==> config.mk <==
export PLATFORM = sky130hd
export DESIGN_NAME = band_plan_channel_frequency_unit
export DESIGN_NICKNAME = d
export VERILOG_FILES = /design/src/hw/rtl/bpcf_pkg.sv /design/src/hw/rtl/bpcf_map.sv /design/src/hw/rtl/band_plan_channel_frequency_unit.sv
export SDC_FILE = /design/constraint.sdc
export NUM_CORES = 1
export LEC_CHECK = 0
export BUFFER_PORTS_ARGS = -buffer_cell sky130_fd_sc_hd__buf_2
export CAP_MARGIN = 10
export CORE_AREA = 2 2 293 295
export DETAILED_ROUTE_END_ITERATION = 16
export DIE_AREA = 0 0 295 297
export SETUP_SLACK_MARGIN = 0.15
export SLEW_MARGIN = 30
export SYNTH_ARGS = -nofsm -noshare
export SYNTH_HDL_FRONTEND = slang
export SYNTH_SLANG_ARGS = --single-unit
==> constraint.sdc <==
create_clock -name i_clk -period 35.9 [get_ports i_clk]
set_input_delay 1.795 -clock i_clk [delete_from_list [all_inputs] [get_ports i_clk]]
set_output_delay 1.795 -clock i_clk [all_outputs]
set_load 0.02 [all_outputs]
==> src/hw/rtl/bpcf_pkg.sv <==
// Package for the band plan channel frequency unit.
// Holds the register index codes, mode flag positions, fixed frequencies and shared types.
// No dependencies.
`timescale 1ns / 1ps
`default_nettype none

package bpcf_pkg;

    localparam int CFG_IDX_W  = 4;
    localparam int CFG_DATA_W = 27;
    localparam int IDX_W      = 9;
    localparam int FREQ_W     = 32;
    localparam int NUM_W      = 16;

    typedef enum logic [CFG_IDX_W-1:0] {
        CFG_MODE_FLAGS      = 4'd0,
        CFG_START_FREQUENCY = 4'd1,
        CFG_END_FREQUENCY   = 4'd2,
        CFG_CHANNEL_SPACING = 4'd3,
        CFG_REPEATER_OFFSET = 4'd4,
        CFG_BASE_BANK       = 4'd5,
        CFG_MAIN_NUMBERS    = 4'd6,
        CFG_OFFSET_NUMBERS  = 4'd7
    } t_cfg_idx;

    localparam int FLG_ENABLED    = 0;
    localparam int FLG_BANK_OFS   = 1;
    localparam int FLG_BASE_NUM   = 2;
    localparam int FLG_INTERLEAVE = 3;
    localparam int FLG_PRIOR      = 4;
    localparam int FLG_DUPLEX     = 5;
    localparam int FLG_PLUS       = 6;
    localparam int FLG_SIMPLEX_TX = 7;
    localparam int FLG_FIXED_HIGH = 8;

    localparam logic [FREQ_W-1:0] FIXED_HIGH_A = 32'd15457000;
    localparam logic [FREQ_W-1:0] FIXED_HIGH_B = 32'd15460000;
    localparam logic [6:0]        KHZ_TO_UNITS = 7'd100;

    localparam logic [IDX_W-1:0] FIXED_IDX_A = 9'd4;
    localparam logic [IDX_W-1:0] FIXED_IDX_B = 9'd5;

    typedef struct packed {
        logic [9:0]  mode_flags;
        logic [26:0] start_frequency;
        logic [26:0] end_frequency;
        logic [15:0] channel_spacing;
        logic [15:0] repeater_offset;
        logic [7:0]  base_bank_channels;
        logic [15:0] main_number_starts;
        logic [15:0] offset_number_starts;
    } t_plan;

    typedef struct packed {
        logic              valid_res;
        logic [FREQ_W-1:0] rx_frequency;
        logic [FREQ_W-1:0] tx_frequency;
        logic [NUM_W-1:0]  display_number;
    } t_result;

endpackage

`default_nettype wire

==> src/hw/rtl/bpcf_map.sv <==
// Combinational channel mapping from a channel index to frequencies and number.
// Depends on bpcf_pkg for the plan and result types and the flag positions.
`timescale 1ns / 1ps
`default_nettype none

module bpcf_map (
    input  var bpcf_pkg::t_plan     i_plan,
    input  wire [8:0]               i_idx,
    output var bpcf_pkg::t_result   o_res
);

    logic [9:0]  flg;
    logic [7:0]  total;
    logic [8:0]  half_sum;
    logic [7:0]  half;
    logic [8:0]  total2;
    logic        plan_ok;
    logic        ofs_hit;
    logic [8:0]  idx_r;
    logic        range_ok;
    logic        upper;
    logic [8:0]  mult_full;
    logic [7:0]  mult;
    logic [14:0] ilv;
    logic [23:0] prod;
    logic [31:0] start_ext;
    logic [31:0] rx_base;
    logic [22:0] shift_amt;
    logic [31:0] shifted;
    logic        duplex_tx;
    logic        simplex;
    logic [31:0] rx;
    logic [31:0] tx;
    logic [7:0]  num_base;
    logic [15:0] num;

    always_comb begin
        flg       = i_plan.mode_flags;
        total     = i_plan.base_bank_channels;
        half_sum  = {1'b0, total} + 9'd1;
        half      = half_sum[8:1];
        total2    = {total, 1'b0};
        plan_ok   = flg[bpcf_pkg::FLG_ENABLED]
                    && (i_plan.end_frequency > i_plan.start_frequency)
                    && (i_plan.channel_spacing != 16'd0) && (i_idx != 9'd0);
        ofs_hit   = flg[bpcf_pkg::FLG_BANK_OFS] && (i_idx > {1'b0, total})
                    && (i_idx <= total2);
        idx_r     = ofs_hit ? (i_idx - {1'b0, total}) : i_idx;
        range_ok  = (idx_r <= {1'b0, total});
        upper     = flg[bpcf_pkg::FLG_INTERLEAVE] && (idx_r > {1'b0, half});
        mult_full = idx_r - 9'd1 - (upper ? {1'b0, half} : 9'd0);
        mult      = mult_full[7:0];
        ilv       = upper ? i_plan.channel_spacing[15:1] : 15'd0;
        prod      = {16'd0, mult} * {8'd0, i_plan.channel_spacing};
        start_ext = {5'd0, i_plan.start_frequency};
        if (flg[bpcf_pkg::FLG_PRIOR]) begin
            rx_base = start_ext - {17'd0, ilv} + {8'd0, prod};
        end else begin
            rx_base = start_ext + {17'd0, ilv} + {8'd0, prod};
        end
        shift_amt = {7'd0, i_plan.repeater_offset} * {16'd0, bpcf_pkg::KHZ_TO_UNITS};
        shifted   = flg[bpcf_pkg::FLG_PLUS] ? (rx_base + {9'd0, shift_amt})
                                            : (rx_base - {9'd0, shift_amt});
        duplex_tx = flg[bpcf_pkg::FLG_DUPLEX] && (i_plan.repeater_offset != 16'd0)
                    && !ofs_hit;
        simplex   = flg[bpcf_pkg::FLG_SIMPLEX_TX] || ofs_hit;
        rx = rx_base;
        tx = rx_base;
        if (duplex_tx) begin
            tx = shifted;
        end else if (simplex) begin
            rx = shifted;
            tx = shifted;
        end
        if (flg[bpcf_pkg::FLG_FIXED_HIGH]) begin
            if (idx_r == bpcf_pkg::FIXED_IDX_A) begin
                rx = bpcf_pkg::FIXED_HIGH_A;
                tx = bpcf_pkg::FIXED_HIGH_A;
            end else if (idx_r == bpcf_pkg::FIXED_IDX_B) begin
                rx = bpcf_pkg::FIXED_HIGH_B;
                tx = bpcf_pkg::FIXED_HIGH_B;
            end
        end
        if (upper) begin
            num_base = ofs_hit ? i_plan.offset_number_starts[15:8]
                               : i_plan.main_number_starts[15:8];
        end else begin
            num_base = ofs_hit ? i_plan.offset_number_starts[7:0]
                               : i_plan.main_number_starts[7:0];
        end
        if (flg[bpcf_pkg::FLG_BASE_NUM]) begin
            num = {7'd0, idx_r} - (upper ? {8'd0, half} : 16'd0)
                  + {8'd0, num_base} - 16'd1;
        end else begin
            num = {7'd0, idx_r};
        end
        if (plan_ok && range_ok) begin
            o_res.valid_res      = 1'b1;
            o_res.rx_frequency   = rx;
            o_res.tx_frequency   = tx;
            o_res.display_number = num;
        end else begin
            o_res = '0;
        end
    end

endmodule

`default_nettype wire

==> src/hw/rtl/band_plan_channel_frequency_unit.sv <==
// Top level of the band plan channel frequency unit: plan registers, input and result stages.
// Depends on bpcf_pkg and bpcf_map.
//
//   Channel   Direction  Handshake                   Payload
//   config    in         i_cfg_valid / o_cfg_ready   i_cfg_index, i_cfg_data
//   index     in         i_in_valid / o_in_ready     i_channel_index
//   result    out        o_out_valid / i_out_ready   o_valid_res, o_rx_frequency,
//                                                    o_tx_frequency, o_display_number
//
// Each beat is captured in an input register and its result is loaded into the result register
// as soon as that register is empty or being read out.
// One index is accepted every cycle while the result stage is not stalled; the multiplies in the mapping set the path.
// A stalled result holds its register while the input stage keeps one more beat.
// Reset clears all plan registers and both stage valid flags; there is no clearing pass.
`timescale 1ns / 1ps
`default_nettype none

module band_plan_channel_frequency_unit (
    input  wire         i_clk,
    input  wire         i_rst_n,
    input  wire         i_cfg_valid,
    output logic        o_cfg_ready,
    input  wire [3:0]   i_cfg_index,
    input  wire [26:0]  i_cfg_data,
    input  wire         i_in_valid,
    output logic        o_in_ready,
    input  wire [8:0]   i_channel_index,
    output logic        o_out_valid,
    input  wire         i_out_ready,
    output logic        o_valid_res,
    output logic [31:0] o_rx_frequency,
    output logic [31:0] o_tx_frequency,
    output logic [15:0] o_display_number
);

    bpcf_pkg::t_plan   r_plan;
    logic              r_in_vld;
    logic [8:0]        r_idx;
    logic              r_out_vld;
    bpcf_pkg::t_result r_res;
    bpcf_pkg::t_result n_res;
    logic              out_load;

    assign o_cfg_ready = 1'b1;
    assign out_load    = !r_out_vld || i_out_ready;
    assign o_in_ready  = !r_in_vld || out_load;

    always_ff @(posedge i_clk) begin
        if (!i_rst_n) begin
            r_plan <= '0;
        end else if (i_cfg_valid) begin
            case (i_cfg_index)
                bpcf_pkg::CFG_MODE_FLAGS:      r_plan.mode_flags <= i_cfg_data[9:0];
                bpcf_pkg::CFG_START_FREQUENCY: r_plan.start_frequency <= i_cfg_data;
                bpcf_pkg::CFG_END_FREQUENCY:   r_plan.end_frequency <= i_cfg_data;
                bpcf_pkg::CFG_CHANNEL_SPACING: r_plan.channel_spacing <= i_cfg_data[15:0];
                bpcf_pkg::CFG_REPEATER_OFFSET: r_plan.repeater_offset <= i_cfg_data[15:0];
                bpcf_pkg::CFG_BASE_BANK:       r_plan.base_bank_channels <= i_cfg_data[7:0];
                bpcf_pkg::CFG_MAIN_NUMBERS:    r_plan.main_number_starts <= i_cfg_data[15:0];
                bpcf_pkg::CFG_OFFSET_NUMBERS:  r_plan.offset_number_starts <= i_cfg_data[15:0];
                default: begin
                end
            endcase
        end
    end

    bpcf_map u_map (
        .i_plan (r_plan),
        .i_idx  (r_idx),
        .o_res  (n_res)
    );

    always_ff @(posedge i_clk) begin
        if (!i_rst_n) begin
            r_in_vld  <= 1'b0;
            r_out_vld <= 1'b0;
        end else begin
            if (o_in_ready) begin
                r_in_vld <= i_in_valid;
            end
            if (out_load) begin
                r_out_vld <= r_in_vld;
            end
        end
    end

    always_ff @(posedge i_clk) begin
        if (i_in_valid && o_in_ready) begin
            r_idx <= i_channel_index;
        end
        if (out_load && r_in_vld) begin
            r_res <= n_res;
        end
    end

    assign o_out_valid      = r_out_vld;
    assign o_valid_res      = r_res.valid_res;
    assign o_rx_frequency   = r_res.rx_frequency;
    assign o_tx_frequency   = r_res.tx_frequency;
    assign o_display_number = r_res.display_number;

    a_in_held: assert property (@(posedge i_clk) disable iff (!i_rst_n)
        (r_in_vld && !out_load) |=> (r_in_vld && $stable(r_idx)))
        else $error("Input stage dropped or changed a waiting beat.");

    a_ready_blocked: assert property (@(posedge i_clk) disable iff (!i_rst_n)
        !o_in_ready |-> (r_in_vld && r_out_vld))
        else $error("Input stage refused a beat while it had room.");

    a_invalid_zero: assert property (@(posedge i_clk) disable iff (!i_rst_n)
        (o_out_valid && !o_valid_res) |->
        (o_rx_frequency == 32'd0 && o_tx_frequency == 32'd0 && o_display_number == 16'd0))
        else $error("Invalid result carries nonzero fields.");

    a_valid_enabled: assert property (@(posedge i_clk) disable iff (!i_rst_n)
        (o_out_valid && o_valid_res) |->
        (r_plan.mode_flags[bpcf_pkg::FLG_ENABLED] && r_plan.channel_spacing != 16'd0))
        else $error("Valid result from a disabled plan.");

endmodule

`default_nettype wire

Yosys cells after proc, flatten, opt, wreduce, memory -nomap -nowiden

Index checks and enable logic that the tools add are counted.

Input bits: 45
Output and inout bits: 84
Flip-flop bits (word level): 227
Logic and storage cells: 95

Eq/ne operators: 9
$mul: 2
Order comparisons: 5
Multiplexer cells: 20
Reductions and logical operators: 30
Add/subtract/negate cells: 13

Operator list:

| kind                                                | number |
|---|---|
| two-way mux 32 bit                                  | 11 |
| two-way mux 81 bit                                  | 1 |
| adder 32 x 24 -> 32 bit                             | 2 |
| two-way mux 8 bit                                   | 5 |
| adder 32 x 23 -> 32 bit                             | 1 |
| nonzero test 16 bit                                 | 2 |
| subtractor 32 x 23 -> 32 bit                        | 1 |
| adder 27 x 15 -> 28 bit                             | 1 |
| subtractor 27 x 15 -> 28 bit                        | 1 |
| greater-than comparator 27 bit                      | 1 |
| multiplier 8 x 16 -> 24 bit                         | 1 |
| multiplier 16 x 5 -> 21 bit, second input constant  | 1 |
| equality test 9 x 3 -> 1 bit, second input constant | 2 |
| greater-than comparator 9 x 8 -> 1 bit              | 2 |
| AND reduction 2 bit                                 | 9 |
| adder 16 x 8 -> 16 bit                              | 1 |
| equality test 4 x 3 -> 1 bit, second input constant | 4 |
| two-way mux 16 bit                                  | 1 |
| subtractor 16 x 1 -> 16 bit, second input constant  | 1 |
| two-way mux 15 bit                                  | 1 |
| logical AND 1 bit                                   | 11 |
| subtractor 9 x 8 -> 10 bit                          | 1 |
| adder 8 x 1 -> 9 bit, second input constant         | 1 |
| less-or-equal comparator 9 x 8 -> 1 bit             | 1 |
| other kinds (11)                                    | 16 |

Depth between registers and ports, before layout

Gate-level depths: netlist of run 1.

Word-level depth: 19
Depth in mapped cells: 74
Gate-level depth less buffers: 70

Cells and area by module

Synthesis of run 1 repeated with hierarchy kept, for this count alone.

Cell total of the unflattened synthesis: 2757
Area total of the unflattened synthesis: 23961.7 um^2

By module, submodules not included:

| module                           | cells an instance | instances | area each (um^2) |
|---|---|---|---|
| bpcf_map                         | 2177              | 1         | 16195.5 |
| band_plan_channel_frequency_unit | 580               | 1         | 7766.2 |

Least setup slack after synthesis of run 1

Ideal clock, no wire load.

Path type: register -> register
Start point: register r_plan[33] (netlist bit)
End point: register r_res, in the netlist o_rx_frequency[31], data pin
Slack: 21.282 ns
Arrival time: 14.351 ns
Cell stages (with the launch flop): 74
Cells stage by stage: dfxtp_1 inv_1 ha_1 nor2b_1 o21ai_0 a21boi_0 o21bai_1 a21oi_1 o32ai_1 a211oi_1 clkbuf_1 clkbuf_1 nor2_1 a21oi_1 inv_1 ha_1 nor2b_1 o21a_1 [... 38 more ...] and2_1 o41a_1 o31ai_2 xnor2_1 mux2i_1 ha_1 a21o_1 a21oi_1 o21bai_1 a21o_1 a21oi_1 nor3b_1 o31ai_1 a41oi_1 xnor2_1 nand2_1 xnor2_1 nor2_1

Cells in the longest elaborated chain, start to end: 18
Elaborated cells between the ends (all ways): 34

Ends and longest elaborated chain:

| what                                                                    | RTL line                               | text |
|---|---|---|
| from (decl)                                                             | band_plan_channel_frequency_unit.sv:36 | `bpcf_pkg::t_plan r_plan;` |
| greater-than comparator 9 x 8 -> 1 bit                                  | bpcf_map.sv:46                         | `ofs_hit = flg[bpcf_pkg::FLG_BANK_OFS] && (i_idx > {1'b0, total})` |
| logical AND 1 bit                                                       | bpcf_map.sv:46                         |  |
| logical AND 1 bit                                                       | bpcf_map.sv:47                         | `&& (i_idx <= total2);` |
| two-way mux 9 bit                                                       | bpcf_map.sv:48                         | `idx_r = ofs_hit ? (i_idx - {1'b0, total}) : i_idx;` |
| greater-than comparator 9 x 8 -> 1 bit                                  | bpcf_map.sv:50                         | `upper = flg[bpcf_pkg::FLG_INTERLEAVE] && (idx_r > {1'b0, half});` |
| logical AND 1 bit                                                       | bpcf_map.sv:50                         |  |
| two-way mux 8 bit                                                       | bpcf_map.sv:51                         | `mult_full = idx_r - 9'd1 - (upper ? {1'b0, half} : 9'd0);` |
| subtractor 8 bit                                                        | bpcf_map.sv:51                         |  |
| [... 2 more ...]                                                        | n/a                                    |  |
| two-way mux 32 bit                                                      | bpcf_map.sv:56                         | `if (flg[bpcf_pkg::FLG_PRIOR]) begin` |
| subtractor 32 x 23 -> 32 bit or adder 32 x 23 -> 32 bit (tied branches) | bpcf_map.sv:63, bpcf_map.sv:62         |  |
| two-way mux 32 bit                                                      | bpcf_map.sv:62                         | `shifted = flg[bpcf_pkg::FLG_PLUS] ? (rx_base + {9'd0, shift_amt})` |
| two-way mux 32 bit                                                      | bpcf_map.sv:71                         | `end else if (simplex) begin` |
| two-way mux 32 bit                                                      | bpcf_map.sv:69                         | `if (duplex_tx) begin` |
| two-way mux 32 bit                                                      | bpcf_map.sv:79                         | `end else if (idx_r == bpcf_pkg::FIXED_IDX_B) begin` |
| two-way mux 32 bit                                                      | bpcf_map.sv:76                         | `if (idx_r == bpcf_pkg::FIXED_IDX_A) begin` |
| two-way mux 32 bit                                                      | bpcf_map.sv:75                         | `if (flg[bpcf_pkg::FLG_FIXED_HIGH]) begin` |
| to (signal assigned)                                                    | band_plan_channel_frequency_unit.sv:92 | `r_res <= n_res;` |
| to (decl)                                                               | band_plan_channel_frequency_unit.sv:40 | `bpcf_pkg::t_result r_res;` |

Parallel ways exist; a longest one is shown, timed or not.
A chain may end at the register's enable or synchronous reset.

Final worst setup path of run 1

Start point: register r_plan[33] (netlist bit)
End point: register r_res, in the netlist o_tx_frequency[31], data pin

Same word-level chain as after synthesis.

==> results.yml, run 1 <==
cts:
  clk_latency_ns: 0.59
  clock-sinks: 225
  cts.htree.levels: 1
  cts_setup_buffers: 0
  clkTransAtPathRegs_ns: 0.06
  clock_path_buffers: 3
  cts_resized: 0
  cts_buffers: 27
  hold_buffers: 0
  cts_tree: "done"
  clockRootBuffer: "clkbuf_16"
worst_setup_path:
  reg2regPathDepth: 71
  critPathMaxStageDelay_ns: 0.57
  worstSetupStartpointType: "flip-flop"
  reg2reg_to: "o_tx_frequency[31]"
  r2r-start: "r_plan[33]"
  worstSetupPathType: "reg -> reg"
  r2r_slack_ns: 19.89
  slowest_stage: "a21boi_2"
  crit_fanout: 32
  required_ns: 36.20
  cp-end-kind: "flip-flop"
  cp_top_family: "compound AO/OA/AOI/OAI gates"
  path_buf_inv: 7
  cp.arrival_ns: 16.31
  crit_top_cell: "a21oi_1"
synthesis:
  yosysSeqAreaShare_pct: 21.5
  synth_fp_nets: 3509
  synthCells: 3061
  synth_compound_area_share_pct: 19.4
  synth_cell_types: 100
  synth_area_per_cell_sq_um: 8.20
  synth_flop_cell: "dfxtp_1"
  ys_ff_latch: 225
  synth_top_area_cell: "ha_1"
  synth.area.top_cells: "ha_1 (15%), dfxtp_1 (11%), edfxtp_1 (11%)"
  yosysWarnings: 0
  netlist_area_sq_um: 25100
  synthAdderAreaFrac_pct: 23.2
  async_reset_ff_share_pct: 0
  synth_mux_area_share_pct: 2.84
  synth_top_family_by_area: "adder cells"
  synth_top_area_share_pct: 14.9
  synth-edff-count: 88
  synth_simple_gate_area_share_pct: 19.0
  synth_xor_area_share_pct: 7.42
global_routing:
  overflow: 0
  grt_pass1_wl_mm: 116
  antenna_found_initial: 0
  grt_max_degree: 78
  grt_pass1_vias: 20200
  track_usage_pct: 16.5
die:
  ios: 129
  die_height_microns: 297
  core_sq_um: 84500
  row_count: 107
  start_util_pct: 29.7
  fp.dieW_microns: 295
  dieArea_sq_um: 87600
final_layout:
  final_core_util_pct: 32.8
  layout_common_cells: "nand2_1 (433), inv_1 (299), ha_1 (299), a21oi_1 (187), nor2_1 (153)"
  antennaDiodeCount: 0
  layout.cells.non_filler: 4268
  area_growth_syn_to_layout_pct: 10.5
  fillers: 8987
  finish.net_count: 3551
  drive_above_1_share_pct: 8.74
  final_common_cell: "nand2_1"
timing:
  holdWs_ns: 0.462
  fmax_ghz: 0.0625
  worstMarginPinSlew_ns: 0.996
  period_needed_ns: 16.01
  relSlewSlack_pct: 33.4
  hold_violations: 0
  fin_crit_sh_pct: 44.6
  rsz0062_at_grt: "false"
  tns_ns: 0
  drv_slew: 0
  report.final.setup_viol: 0
  skew_ns: 0.00800
drt:
  wirelength_mm: 74.1
  drtIter0Drc: 1330
  routed_via_density: 4.94
  num_vias: 21100
  first_pass_iters: 5
  routedWlPerCell_microns: 17.4
  drt_drc_violations_left: 0
  ant_nets: 0
power:
  total_power_uw: 741
  ir_worst_vdd_mv: 0.0354
  p_leak_nw: 12.1
  pwr_density_cell_nw_per_um2: 26.7
min_path:
  worstHoldEndpoint: "r_plan[12]"
  hold_depth: 2
  hp-start: "r_plan[12]"
  hp-class: "reg -> reg"
placement:
  hpwl_mm: 58.9
  io_buffers: 127
  gp_congestion: 0.912
  dp_cells: 4218
outcome:
  status: "complete, no violations"
job:
  maxCapViolCount: 0
[layer usage]
layer / vias up / share of wire [%] / GRT usage [%]
met3: 68 / 4.4 / 1.97
met4: 0 / 1.7 / 2.70
met1: 10000 / 49 / 23.8
met5: - / 0 / 0
li1: 10600 / - / -
met2: 436 / 45 / 26.8
[worst max path at each step]
stage                           from            endpoint  depth (start not counted)  slack (ns)
final                     r_plan[33]  o_tx_frequency[31]                         71       19.89
after global routing      r_plan[33]  o_tx_frequency[31]                         71       18.38
after CTS                 r_plan[33]  o_tx_frequency[31]                         71       19.75
after detailed placement  r_plan[33]  o_tx_frequency[31]                         71       19.81
after global placement    r_plan[33]  o_rx_frequency[31]                         71       20.16
after floorplan           r_plan[33]  o_rx_frequency[31]                         73       21.28
[power breakdown]
group	switching [mW]	internal (mW)	leakage, nW	total (mW)
sequential	0.00467	0.272	1.92	0.276
clock	0.121	0.150	0.429	0.271
combinational	0.121	0.0732	9.71	0.194
total	0.246	0.495	12.1	0.741
[worst register-to-register path: cells and delay by family, from the launching register on]
family	cells	cell delay, ns
mux	1	0.14
fa+ha+maj	10	4.22
buf+inv	7	1.34
xor+xnor	5	1.22
compound gates	33	6.52
simple gates	15	1.86
flops	1	0.40
[cell families (layout without fill, tap and decap cells)]
logic type | after synthesis | count (layout)
compound gates | 734 | 734
xor+xnor | 203 | 203
fa+ha+maj | 403 | 403
buf+inv | 437 | 500
flops | 225 | 225
mux | 69 | 69
other cells | 1 | 1
simple gates | 989 | 989
[cell usage after synthesis (9+ instances only)]
| cell | count |
|---|---|
| xor2_1 | 63 |
| nor4_1 | 14 |
| o31ai_1 | 13 |
| a21oi_1 | 188 |
| and2_1 | 92 |
| mux2_2 | 17 |
| xnor2_1 | 132 |
| nand2b_1 | 44 |
| nand4_1 | 30 |
| edfxtp_1 | 88 |
| a211oi_1 | 37 |
| o21a_1 | 39 |
| mux2i_1 | 51 |
| dfxtp_1 | 137 |
| a21o_1 | 73 |
| clkbuf_1 | 113 |
| nand3_1 | 47 |
| fa_1 | 104 |
| nor2_1 | 153 |
| a21boi_0 | 107 |
| buf_2 | 9 |
| a31oi_1 | 39 |
| nor3_1 | 33 |
| o211ai_1 | 19 |
| o21bai_1 | 21 |
| ha_1 | 299 |
| nand2_1 | 433 |
| or3_1 | 10 |
| inv_1 | 299 |
| nor2b_1 | 67 |
| and3_1 | 17 |
| o21ai_0 | 116 |
[per-stage QoR]
stage               setup WS (ns)  cell area (sq um)
floorplan                   21.28              25100
global route                18.38              27700
detailed placement          19.81              26800
CTS                         19.75              27700
finish                      19.89              27700
global placement            20.16              26800
[state kept, by name, summed over array words and instances, names as in the netlist]
name and count:
o_valid_res 1, r_idx 9, o_rx_frequency 32, r_plan 135, o_tx_frequency 30, r_in_vld 1
o_out_valid 1, o_display_number 16
[area by class of cell]
cell class | instances | area [sq um] | share of cell area (%)
multi-input cells | 2399 | 18100 | 65.3
clock inverters | 18 | 156 | 0.564
repair buffers | 149 | 807 | 2.91
flip-flops and latches | 225 | 5390 | 19.4
inverters | 301 | 1130 | 4.08
clock buffers | 32 | 704 | 2.54
well taps | 1144 | 1430 | 5.16
(Power assumes the default switching activity.)
==> inputs of run 2 (changes only) <==
==> constraint.sdc (replaced) <==
create_clock -name i_clk -period 13.6 [get_ports i_clk]
set_input_delay 0.68 -clock i_clk [delete_from_list [all_inputs] [get_ports i_clk]]
set_output_delay 0.68 -clock i_clk [all_outputs]
set_load 0.02 [all_outputs]
==> results.yml, run 2 (synthesis gave the netlist of run 1 again) <==
outcome:
  status: "complete, no violations"
placement:
  io_buffers: 127
  placed_area_sq_um: 27400
  dp_cells: 4283
  gp_congestion: 0.885
  dp_slack_ns: -0.0910
  hpwl_mm: 58.0
worst_setup_path:
  slowest_stage: "fa_1"
  reg2regPathDepth: 63
  r2r-start: "r_idx[2]"
  required_ns: 13.91
  cp-end-kind: "flip-flop"
  worstSetupStartpointType: "flip-flop"
  worstSetupPathType: "reg -> reg"
  startpoint: "r_idx[2]"
  crit_fanout: 7
  critPathCapture: "o_tx_frequency[31]"
  critPathMaxStageDelay_ns: 0.52
  reg2reg_to: "o_tx_frequency[31]"
  r2r_slack_ns: 0.36
  crit_top_cell: "o21a_1"
  cp.arrival_ns: 13.54
final_layout:
  multi_input_area_sq_um: 18800
  seqCellArea_sq_um: 5390
  area_growth_syn_to_layout_pct: 16.7
  final_core_util_pct: 34.7
  final_common_cell: "nand2_1"
  fillers: 8773
  layout.cells.non_filler: 4370
  finalInstanceArea_sq_um: 29300
  layout_common_cells: "nand2_1 (429), inv_1 (290), ha_1 (274), a21oi_1 (174), nor2_1 (148)"
  largest_register_ffs: 135
  largest_register: "r_plan"
  antennaDiodeCount: 0
  drive_above_1_share_pct: 14.9
  finish.net_count: 3655
timing:
  fin_crit_sh_pct: 97.3
  drv_slew: 0
  hold_violations: 0
  fmax_ghz: 0.0755
  relSlewSlack_pct: 33.1
  rsz0062_at_grt: "true"
  worst_slack_ns: 0.362
  report.final.setup_viol: 0
  skew_ns: 0.0156
  worstMarginPinSlew_ns: 0.997
  period_needed_ns: 13.24
cts:
  cts_tree: "done"
  clockRootBuffer: "clkbuf_16"
  clk_latency_ns: 0.59
  clock_path_buffers: 3
  clock-sinks: 225
  clkTransAtPathRegs_ns: 0.06
  cts_buffers: 27
  hold_buffers: 0
  cts.htree.levels: 1
global_routing:
  overflow: 0
  grt_pass1_vias: 20700
  antenna_found_initial: 7
  grt_max_degree: 98
  track_usage_pct: 16.3
  grt_pass1_wl_mm: 115
power:
  total_power_mw: 2.05
  ir_worst_vdd_mv: 0.0914
  p_leak_nw: 12.7
  pwr_density_cell_nw_per_um2: 69.9
drt:
  num_vias: 21600
  drtIter0Drc: 1367
  first_pass_iters: 5
  routedWlPerCell_microns: 16.8
  ant_nets: 0
  drt_drc_violations_left: 0
  routed_via_density: 4.94
  wirelength_mm: 73.4
job:
  maxCapViolCount: 0
die:
  ios: 129
  core_sq_um: 84500
  dieArea_sq_um: 87600
  fp.dieW_microns: 295
  start_util_pct: 29.7
  die_height_microns: 297
  row_count: 107
min_path:
  hp-class: "in -> reg"
[run 2: how the worst min path moves through the flow]
| stage | from | cells after the start | slack [ns] | to |
|---|---|---|---|---|
| 2_1_floorplan | r_plan[0] | 2 | 0.44 | r_plan[0] |
| 3_3_place_gp | r_plan[0] | 2 | 0.45 | r_plan[0] |
| 3_5_place_dp | r_plan[3] | 2 | 0.46 | r_plan[3] |
| 4_1_cts | i_channel_index[2] | 1 | 0.24 | r_idx[2] |
| 5_1_grt | i_channel_index[2] | 1 | 0.25 | r_idx[2] |
| 6_report | i_channel_index[7] | 1 | 0.26 | r_idx[7] |
[run 2: layer usage]
layer	share of wire [%]	GRT usage (%)
met5	0.13	0
met4	2.0	3.45
met3	4.3	1.67
met2	46	26.8
met1	48	23.0
[run 2: what timing repair did]
item / CTS / global route
pin swaps: 7 / 93
gates cloned: 0 / 2
setup buffers: 5 / 32
endpoints found under the setup margin: 6 / 29
resized for setup: 19 / 113
hold endpoints to repair: 0 / 0
[run 2: area by class of cell]
type,count,share of cell area [%]
multi-input combinational,2400,64.3
timing repair buffer,252,5.42
sequential,225,18.4
clock buffer,38,2.67
inverter,301,3.86
tap,1144,4.89
clock inverter,10,0.491
[run 2: critical path, delay by kind of cell (launching register included)]
kind,cells,cell delay [ns]
AOI/OAI and AO/OA,24,4.45
adders and majority gates,11,4.01
and+or+nand+nor,15,1.84
xor gates and xnor gates,4,0.78
muxes,2,0.70
buffers and inverters,7,0.69
DFF,1,0.44
[run 2: through the flow]
step	TNS (ns)	hold WS, ns
final	0	0.264
after global routing	-0.449	0.252
after CTS	0	0.240
after detailed placement	-0.171	0.457
after global placement	0	0.448
after floorplan	0	0.440
[run 2: power by group]
group,switching [mW],internal [mW]
combinational,0.333,0.227
sequential,0.0120,0.717
clock,0.302,0.456
==> inputs of run 3 (changes only) <==
--- a/config.mk
+++ b/config.mk
@@ -10,6 +10,7 @@
 export CORE_AREA = 2 2 293 295
 export DETAILED_ROUTE_END_ITERATION = 16
 export DIE_AREA = 0 0 295 297
+export RECOVER_POWER = 100
 export SETUP_SLACK_MARGIN = 0.15
 export SLEW_MARGIN = 30
 export SYNTH_ARGS = -nofsm -noshare
==> results.yml, run 3 (synthesis gave the netlist of run 1 again) <==
worst_setup_path:
  path_buf_inv: 6
  critPathMaxStageDelay_ns: 0.56
  cp.arrival_ns: 13.58
  slowest_stage: "fa_1"
  worstSetupPathType: "reg -> reg"
  reg2regPathDepth: 64
  crit_fanout: 7
  required_ns: 13.91
  cp_top_family: "compound AO/OA/AOI/OAI gates"
  worst-path-stages: 64
  worstSetupStartpointType: "flip-flop"
  cp-end-kind: "flip-flop"
drt:
  num_vias: 21600
  drtIter0Drc: 1335
  routedWlPerCell_microns: 16.8
  ant_nets: 0
  wirelength_mm: 73.6
  routed_via_density: 4.94
  first_pass_iters: 7
  drt_drc_violations_left: 0
timing:
  report.final.setup_viol: 0
  fmax_ghz: 0.0753
  hold_violations: 0
  rsz0062_at_grt: "true"
  period_needed_ns: 13.28
  fin_crit_sh_pct: 97.6
  drv_slew: 209
  relSlewSlack_pct: -145
  skew_ns: 0.0154
  worstMarginPinSlew_ns: 3.68
die:
  core_sq_um: 84500
  dieArea_sq_um: 87600
  fp.dieW_microns: 295
  start_util_pct: 29.7
  row_count: 107
  ios: 129
  die_height_microns: 297
global_routing:
  grt_pass1_vias: 20700
  antenna_found_initial: 7
  grt_pass1_wl_mm: 115
  track_usage_pct: 16.3
  overflow: 0
  grt_max_degree: 98
final_layout:
  layout_common_cells: "nand2_1 (429), inv_1 (290), ha_1 (274), a21oi_1 (174), nor2_1 (148)"
  final_common_cell: "nand2_1"
  largest_register_ffs: 135
  area_growth_syn_to_layout_pct: 16.2
  final_core_util_pct: 34.5
  antennaDiodeCount: 0
  finish.net_count: 3655
  largest_register: "r_plan"
  finalInstanceArea_sq_um: 29200
  drive_above_1_share_pct: 12.1
placement:
  gp_congestion: 0.885
  io_buffers: 127
  hpwl_mm: 58.0
  placed_area_sq_um: 27400
cts:
  cts.htree.levels: 1
  clkTransAtPathRegs_ns: 0.06
  clock_path_buffers: 3
  cts_tree: "done"
  cts_buffers: 27
  clk_latency_ns: 0.59
  clock-sinks: 225
  hold_buffers: 0
  clockRootBuffer: "clkbuf_16"
job:
  maxCapViolCount: 3
outcome:
  status: "finished with violations"
  violations: "capacitance limit, slew limit"
power:
  p_leak_nw: 12.5
  pwr_density_cell_nw_per_um2: 70.2
  ir_worst_vdd_mv: 0.0911
min_path:
  hp-class: "in -> reg"
  hold_depth: 1
run 3: area by class of cell:
| cell class | count | area [sq um] |
|---|---|---|
| tap | 1144 | 1430 |
| clock inverter | 10 | 144 |
| inverter | 301 | 1130 |
| sequential | 225 | 5390 |
| multi-input combinational | 2400 | 18800 |
| clock buffer | 38 | 781 |
| timing repair buffer | 252 | 1460 |
| fill | 8824 | 55300 |
run 3: worst paths after layout:
kind | start | to | slack (ns)
worst max register to register | r_idx[2] | o_tx_frequency[31] | 0.32
worst min register to register | r_plan[0] | r_plan[0] | 0.46
worst min-delay path | i_channel_index[2] | r_idx[2] | 0.26
worst max-delay path | r_idx[2] | o_tx_frequency[31] | 0.32
run 3: what timing repair did:
item,in CTS,in global routing
pin swaps,7,93
gates resized for setup,19,113
setup buffers,5,32
gates cloned,0,2
endpoints found under the setup margin,6,29
run 3: where the power goes:
group | internal [mW] | switching, mW
logic | 0.225 | 0.333
registers | 0.718 | 0.0124
clock network | 0.456 | 0.302
total | 1.40 | 0.647
run 3: per-stage QoR:
step	setup slack (ns)	total power, mW	hold WS (ns)	setup TNS (ns)	cells
global placement	0.0796	1.26	0.448	0	4283
floorplan	0.160	1.11	0.440	0	3061
global route	-0.258	2.14	0.252	-0.449	4370
detailed placement	-0.0910	1.26	0.457	-0.171	4283
CTS	0.136	2.03	0.240	0	4336
finish	0.322	2.05	0.262	0	4370
run 3: routing by layer:
layer	up-vias	wire [microns]	GRT usage, %
met5	-	93	0
met4	12	1440	3.45
li1	10800	-	-
met1	10300	35600	23.0
met2	391	33500	26.8
met3	73	2980	1.67
